File: src/hw/rtl/dedupq_ram.sv
// Generic simple dual-port RAM: one write port, one read port, registered read.
// No dependencies.
module dedupq_ram #(
	parameter int WIDTH = 8,
	parameter int DEPTH = 16
) (
	input  logic                     clk,
	input  logic                     we,
	input  logic [$clog2(DEPTH)-1:0] waddr,
	input  logic [WIDTH-1:0]         wdata,
	input  logic                     re,
	input  logic [$clog2(DEPTH)-1:0] raddr,
	output logic [WIDTH-1:0]         rdata
);

	logic [WIDTH-1:0] mem [DEPTH];

	always_ff @(posedge clk) begin
		if (we) begin
			mem[waddr] <= wdata;
		end
		if (re) begin
			rdata <= mem[raddr];
		end
	end

endmodule

File: config.mk
export PLATFORM = sky130hd
export DESIGN_NAME = dedupq_ram
export DESIGN_NICKNAME = d
export VERILOG_FILES = /design/src/hw/rtl/dedupq_ram.sv
export SDC_FILE = /design/constraint.sdc
export NUM_CORES = 1
export LEC_CHECK = 0
export BUFFER_PORTS_ARGS = -buffer_cell sky130_fd_sc_hd__buf_2
export CAP_MARGIN = 20
export CORE_MARGIN = 4
export CORE_UTILIZATION = 50
export CTS_BUF_LIST = sky130_fd_sc_hd__clkbuf_8
export DETAILED_ROUTE_END_ITERATION = 6
export PLACE_DENSITY = 0.67
export SLEW_MARGIN = 20
export SYNTH_ARGS = -nofsm -noshare
export SYNTH_HDL_FRONTEND = slang
export SYNTH_SLANG_ARGS = --single-unit
File: constraint.sdc
create_clock -name clk -period 3.7 [get_ports clk]
set_clock_uncertainty 0.15 [all_clocks]
set_input_delay 0.185 -clock clk [delete_from_list [all_inputs] [get_ports clk]]
set_output_delay 0.185 -clock clk [all_outputs]
set_load 0.01 [all_outputs]
==> summary.txt, run 1 <==
Clock tree
  – CTS buffer count: 17
  – CTS tree: yes
  – Post-CTS Resized: 0
  – Worst skew pair latency: roughly 420 ps
  – Maximum level of the CTS H-tree: 4
  – Setup bufs post-CTS: 0
  – CTS Sinks: 136
  – Hold buffers post-CTS: 9
  – Reg clk slew, reported paths: 70 ps
  – Worst-case clock buffer depth: 2
  – Root buf cell: clkbuf_8

Floorplan
  – Die ar.: 12,200 µm²
  – Core ar.: between 10,000 and 15,000 µm²
  – Chip height: about 110 µm
  – Row count: 37
  – Width of the die: 110 µm
  – Starting Density: 0.511
  – I/O Pins: 27

Power
  – Power Internal: 2390 µW
  – VDD IR max: between 150 and 200 µV
  – Psw: around 640 µW
  – Pwr per Cell Area: 510 nW/µm²
  – Lkg Pwr: 0.00196 µW
  – Clock network power share: 0.372
  – Flop pwr share: 0.576
  – Sw Share: 0.211
  – Total power: 3030 µW
  – Logic pwr share: 0.053

Route
  – Vias per inst: ~5.7
  – DRT antenna net count: 0
  – Via count: between 2,000 and 2,500
  – Drt initial violations: 175
  – Routed len/inst: 22.3 µm
  – Drt first pass iters: 5
  – Drt total wl: approximately 9500 µm
  – DR DRC count: 0

Flow run
  – Max-cap viol count: 0

Worst setup path
  – Worst-path fanout max: 21
  – Crit path DAT: 1970 ps
  – Critical path class: primary input to register
  – WP data required: about 3700 ps
  – Worst setup EP type: register
  – Startpoint Class: primary input

Yosys
  – Yosys cell types: 18
  – Yosys warnings: 0
  – Synthesized-area fraction occupied by and/or/nand/nor cells: 0.0314
  – Syn_area_per_cell: 22.8 µm²
  – Synthesized Nets: 248
  – EDFF count, synth: 136
  – Synth Area in Compound Gates: 0.0230
  – Largest family of logic cells by synthesized area: multiplexers
  – Synth Area in Adders: 0
  – Asr flop ratio synth: 0
  – Synth Register Bits: between 100 and 150
  – Yosys top cell by area: edfxtp_1
  – Synth Cell Area: 5230 µm²
  – Xor/xnor share of the synthesized area: 0
  – Synthesized netlist cell count: between 200 and 250
  – Top-count cell post-synth: edfxtp_1
  – Commonest cells in the netlist: edfxtp_1 (136), mux4_2 (18), a22oi_1 (16), mux4_1 (14), nor2_1 (13)
  – Post-synthesis sequential area ratio: 0.781
  – Mux cell area share after synthesis: 0.148
  – Synth top area share: 0.781
  – Top_reg_cell synth: edfxtp_1
  – Synth area leaders: edfxtp_1 (78%), mux4_2 (7.8%), mux4_1 (7.0%)

STA
  – Rel. slew slack: 0.363
  – Fmax: 0.510 GHz
  – Max-slew violation count: 0
  – Worst-margin pin slew: about 950 ps
  – RSZ-0062 raised after global routing: false
  – Tmin final: 1960 ps
  – Setup TNS Final: 0 ps
  – Final hold viol count: 0
  – Final setup fails: 0
  – Final Worst Setup Slack: 1740 ps
  – Crit share post-route: 0.530

Global routing
  – Vias in the first global route: 2,476
  – Initial antenna violation count: 0
  – Remaining global-route overflow: 0
  – First-pass GRT wire length: around 15,000 µm
  – Largest net degree at the start of global routing: 33
  – Tot GR Track Use: 0.175

Placed design
  – DP Wirelength: about 6100 µm
  – DP Worst Slack: 1260 ps
  – PortBufs: 26
  – Gp weighted congestion: ~0.73
  – Dpl cells: 386

Hold path
  – Hold WC Path Type: primary input to register

Outcome
  – Status: finished clean

Layout
  – Share of cells above drive strength 1: 0.268
  – Antenna Cells: 0
  – Layout Cells excl Fill: 427
  – Synth-to-layout area growth: 13.6%
  – Final nets: ~300
==> registers in the layout, indices dropped and copies added (netlist names) <==
name	flops
rdata	8
mem	128
==> layout make-up <==
class | count | area, µm²
fill | 736 | 4290
sequential | 136 | 4080
multi-input combinational | 83 | 1060
timing repair buffer | 40 | 258
clock buffer | 17 | 234
tap | 136 | 170
clock inverter | 15 | 136
==> critical path, stage by stage <==
cell	delay, ps
buf_2	340
buf_4	450
mux4_1	600
a22oi_1	280
nand2_1	110
==> placed cells by master, fill, tap and decap left out, drive strengths merged, types with 4 or more instances in the layout <==
master / synthesis / routed
edfxtp: 136 / 136
mux4: 32 / 32
buf: 7 / 31
clkbuf: 0 / 17
a22oi: 16 / 16
nor2: 13 / 13
nand2: 9 / 9
dlygate4sd3: 0 / 9
clkinv: 0 / 9
nor3: 4 / 4
==> layer usage <==
metal	part of all wire	track usage	up-vias
li1	-	-	1080
met4	0.011	0.0554	0
met2	0.48	0.263	107
met3	0.066	0.0419	7
met1	0.45	0.256	1254
met5	0	0	-
==> power groups by stage <==
stage | clock network (µW) | logic [µW] | registers, µW
4_1_cts | 1140 | 162 | 1740
3_3_place_gp | 0 | 151 | 1780
6_report | 1130 | 160 | 1740
3_5_place_dp | 0 | 155 | 1780
2_1_floorplan | 0 | 87.6 | 1780
5_1_grt | 1220 | 175 | 1750
==> path summary, 6_finish.rpt <==
kind | endpoint | from | slack, ps | cells past startpoint
max | rdata[1] | raddr[0] | 1740 | 5
min | mem[0][3] | waddr[0] | 190 | 3
max reg2reg | rdata[4] | mem[10][4] | 2060 | 3
min reg2reg | rdata[2] | mem[12][2] | 610 | 3
==> kinds of logic after synthesis <==
kind of cell           Yosys count
flip-flops                     136
AND/OR/NAND/NOR                 35
multiplexers                    32
AO/OA/AOI/OAI                   16
buffers and inverters           10
==> through the flow <==
stage | cell area, µm² | hold WS, ps | util
6_report | 5940 | 190 | 0.581
3_3_place_gp | 5480 | 424 | 0.536
4_1_cts | 5940 | 157 | 0.581
5_1_grt | 5940 | 186 | 0.581
3_5_place_dp | 5480 | 432 | 0.536
2_1_floorplan | 5230 | 134 | -
Power figures use the tool's default switching activity.
==> run 2: changes to the inputs <==
Settings changed: PLACE_DENSITY 0.67 to 0.7.
Clock period 3.7 ns to 1.6 ns, I/O delays scaled along.
==> summary.txt, run 2 (synthesized netlist as in run 1, its figures left out) <==
Global routing
  – Remaining global-route overflow: 0
  – Vias in the first global route: 2,710
  – Initial antenna violation count: 0
  – First-pass GRT wire length: between 15,000 and 20,000 µm
  – Largest net degree at the start of global routing: 20
  – Tot GR Track Use: 0.183

STA
  – Crit share post-route: 0.985
  – Final hold viol count: 0
  – Hold WS: 60.0 ps
  – Fmax: 0.635 GHz
  – Max-slew violation count: 0
  – Final setup fails: 0
  – Rel. slew slack: 0.422
  – Tmin final: 1580 ps
  – RSZ-0062 raised after global routing: false
  – Worst-margin pin slew: 864 ps

Layout
  – Layout Cells excl Fill: 447
  – Synth-to-layout area growth: 19.6%
  – Most frequent cells in the layout: edfxtp_1 (136), buf_2 (26), mux4_2 (21), buf_4 (21), clkbuf_8 (17)
  – Antenna Cells: 0
  – Final Instance Area: approximately 6200 µm²
  – Fin util: 0.611
  – Final nets: 317
  – Top Registers: mem (128), rdata (8)
  – Fill cells: 713
  – Largest reg by FF count: mem
  – Commonest non-fill, non-tap cell in the layout: edfxtp_1
  – Max FFs per register: 128
  – Share of cells above drive strength 1: 0.363

Floorplan
  – Width of the die: 110 µm
  – Core ar.: 10,200 µm²
  – Die ar.: roughly 12,000 µm²
  – I/O Pins: 27
  – Starting Density: 0.511
  – Chip height: 110 µm
  – Row count: 37

Clock tree
  – Root buf cell: clkbuf_8
  – Setup bufs post-CTS: 0
  – CTS Sinks: 136
  – CTS buffer count: 17
  – CTS tree: yes
  – Worst skew pair latency: 430 ps
  – Maximum level of the CTS H-tree: 4
  – Reg clk slew, reported paths: 70 ps
  – Worst-case clock buffer depth: 2

Worst setup path
  – WP data required: 1630 ps
  – Max stage delay on crit path: 540 ps
  – Startpoint Class: register
  – Worst-path fanout max: 1
  – Critical path, cell by cell: mux4_1 > a22oi_1 > nand2_1
  – CP max stage cell: mux4_1
  – Crit path DAT: 1610 ps
  – Critical path class: register to register
  – Critical path's top delay family: multiplexers
  – Worst setup EP type: register
  – CP Buf/Inv Count: 0

Hold path
  – Hold WC Path Type: primary input to register

Power
  – Sw Share: 0.196
  – Clock network power share: 0.407
  – Logic pwr share: 0.056
  – Psw: 1480 µW
  – VDD IR max: around 500 µV
  – Flop pwr share: 0.537
  – Pwr per Cell Area: 1200 nW/µm²
  – Power Internal: 6040 µW
  – Lkg Pwr: 0.00211 µW

Placed design
  – Dpl cells: 407
  – PortBufs: 26
  – Placement Cell Area: around 5700 µm²
  – DP Wirelength: 6350 µm
  – Gp weighted congestion: 0.734

Route
  – Via count: between 2,000 and 2,500
  – Vias per inst: 5.56
  – Routed len/inst: 21.6 µm
  – DRT antenna net count: 0
  – DR DRC count: 0
  – Drt first pass iters: 4
  – Drt total wl: roughly 9700 µm
  – Drt initial violations: between 100 and 150

Outcome
  – Status: finished clean

Flow run
  – Max-cap viol count: 0
[run 2: cell count changes in the layout (fill, tap and decap cells not counted), moves of 3 or more]
cell       before  now
bufinv_16       2    5
a22oi_1        16    7
mux4_1         14   11
buf_12          0    4
buf_4           5   21
mux4_2         18   21
a22oi_2         0    9
[run 2: what timing repair did]
item	in CTS	in global routing
endpoints found under the setup margin	5	6
gates resized for setup	3	9
endpoints found under the hold margin	136	0
hold buffers	9	0
pin swaps	1	3
gates cloned	0	0
[run 2: worst paths after layout]
kind,from,endpoint,slack (ps),cells after the start
worst max-delay path,mem[5][3],rdata[3],20,3
worst min-delay path,waddr[0],mem[0][5],60,3
worst max register to register,mem[5][3],rdata[3],20,3
worst min register to register,mem[14][0],rdata[0],610,3
[run 2: per-layer routing]
| metal | share of wire | GRT usage | vias up | wire (µm) |
|---|---|---|---|---|
| met5 | 0 | 0 | - | 0 |
| li1 | - | - | 1114 | - |
| met2 | 0.51 | 0.290 | 85 | 4940 |
| met3 | 0.061 | 0.0448 | 14 | 591 |
| met4 | 0.016 | 0.0783 | 0 | 150 |
| met1 | 0.41 | 0.244 | 1272 | 3990 |
[run 2: power by group through the flow]
| stage | Combinational, µW | Sequential (µW) | Clock [µW] |
|---|---|---|---|
| 2_1_floorplan | 203 | 4110 | 0 |
| 3_3_place_gp | 387 | 4110 | 0 |
| 3_5_place_dp | 394 | 4110 | 0 |
| 4_1_cts | 418 | 4030 | 3110 |
| 5_1_grt | 457 | 4040 | 3310 |
| 6_report | 421 | 4030 | 3060 |
[run 2: layout make-up]
type                    instances  area (µm²)  area share
repair buffers                 60         458      0.0733
flip-flops and latches        136        4080       0.653
well taps                     136         170      0.0272
clock inverters                15         208      0.0332
clock buffers                  17         234      0.0374
multi-input cells              83        1100       0.175
[run 2: stage by stage]
stage          setup TNS [ps]  power [µW]  setup slack [ps]
2_1_floorplan               0        4320              87.6
3_3_place_gp             -952        4490              -224
4_1_cts                 -20.4        7570             -12.0
3_5_place_dp            -1020        4510              -225
5_1_grt                     0        7800             0.308
6_report                    0        7510              24.6
[run 2: worst min-delay path, cell delays in order]
cell    delay (ps)
buf_2          150
nor3_2          60
buf_4          180
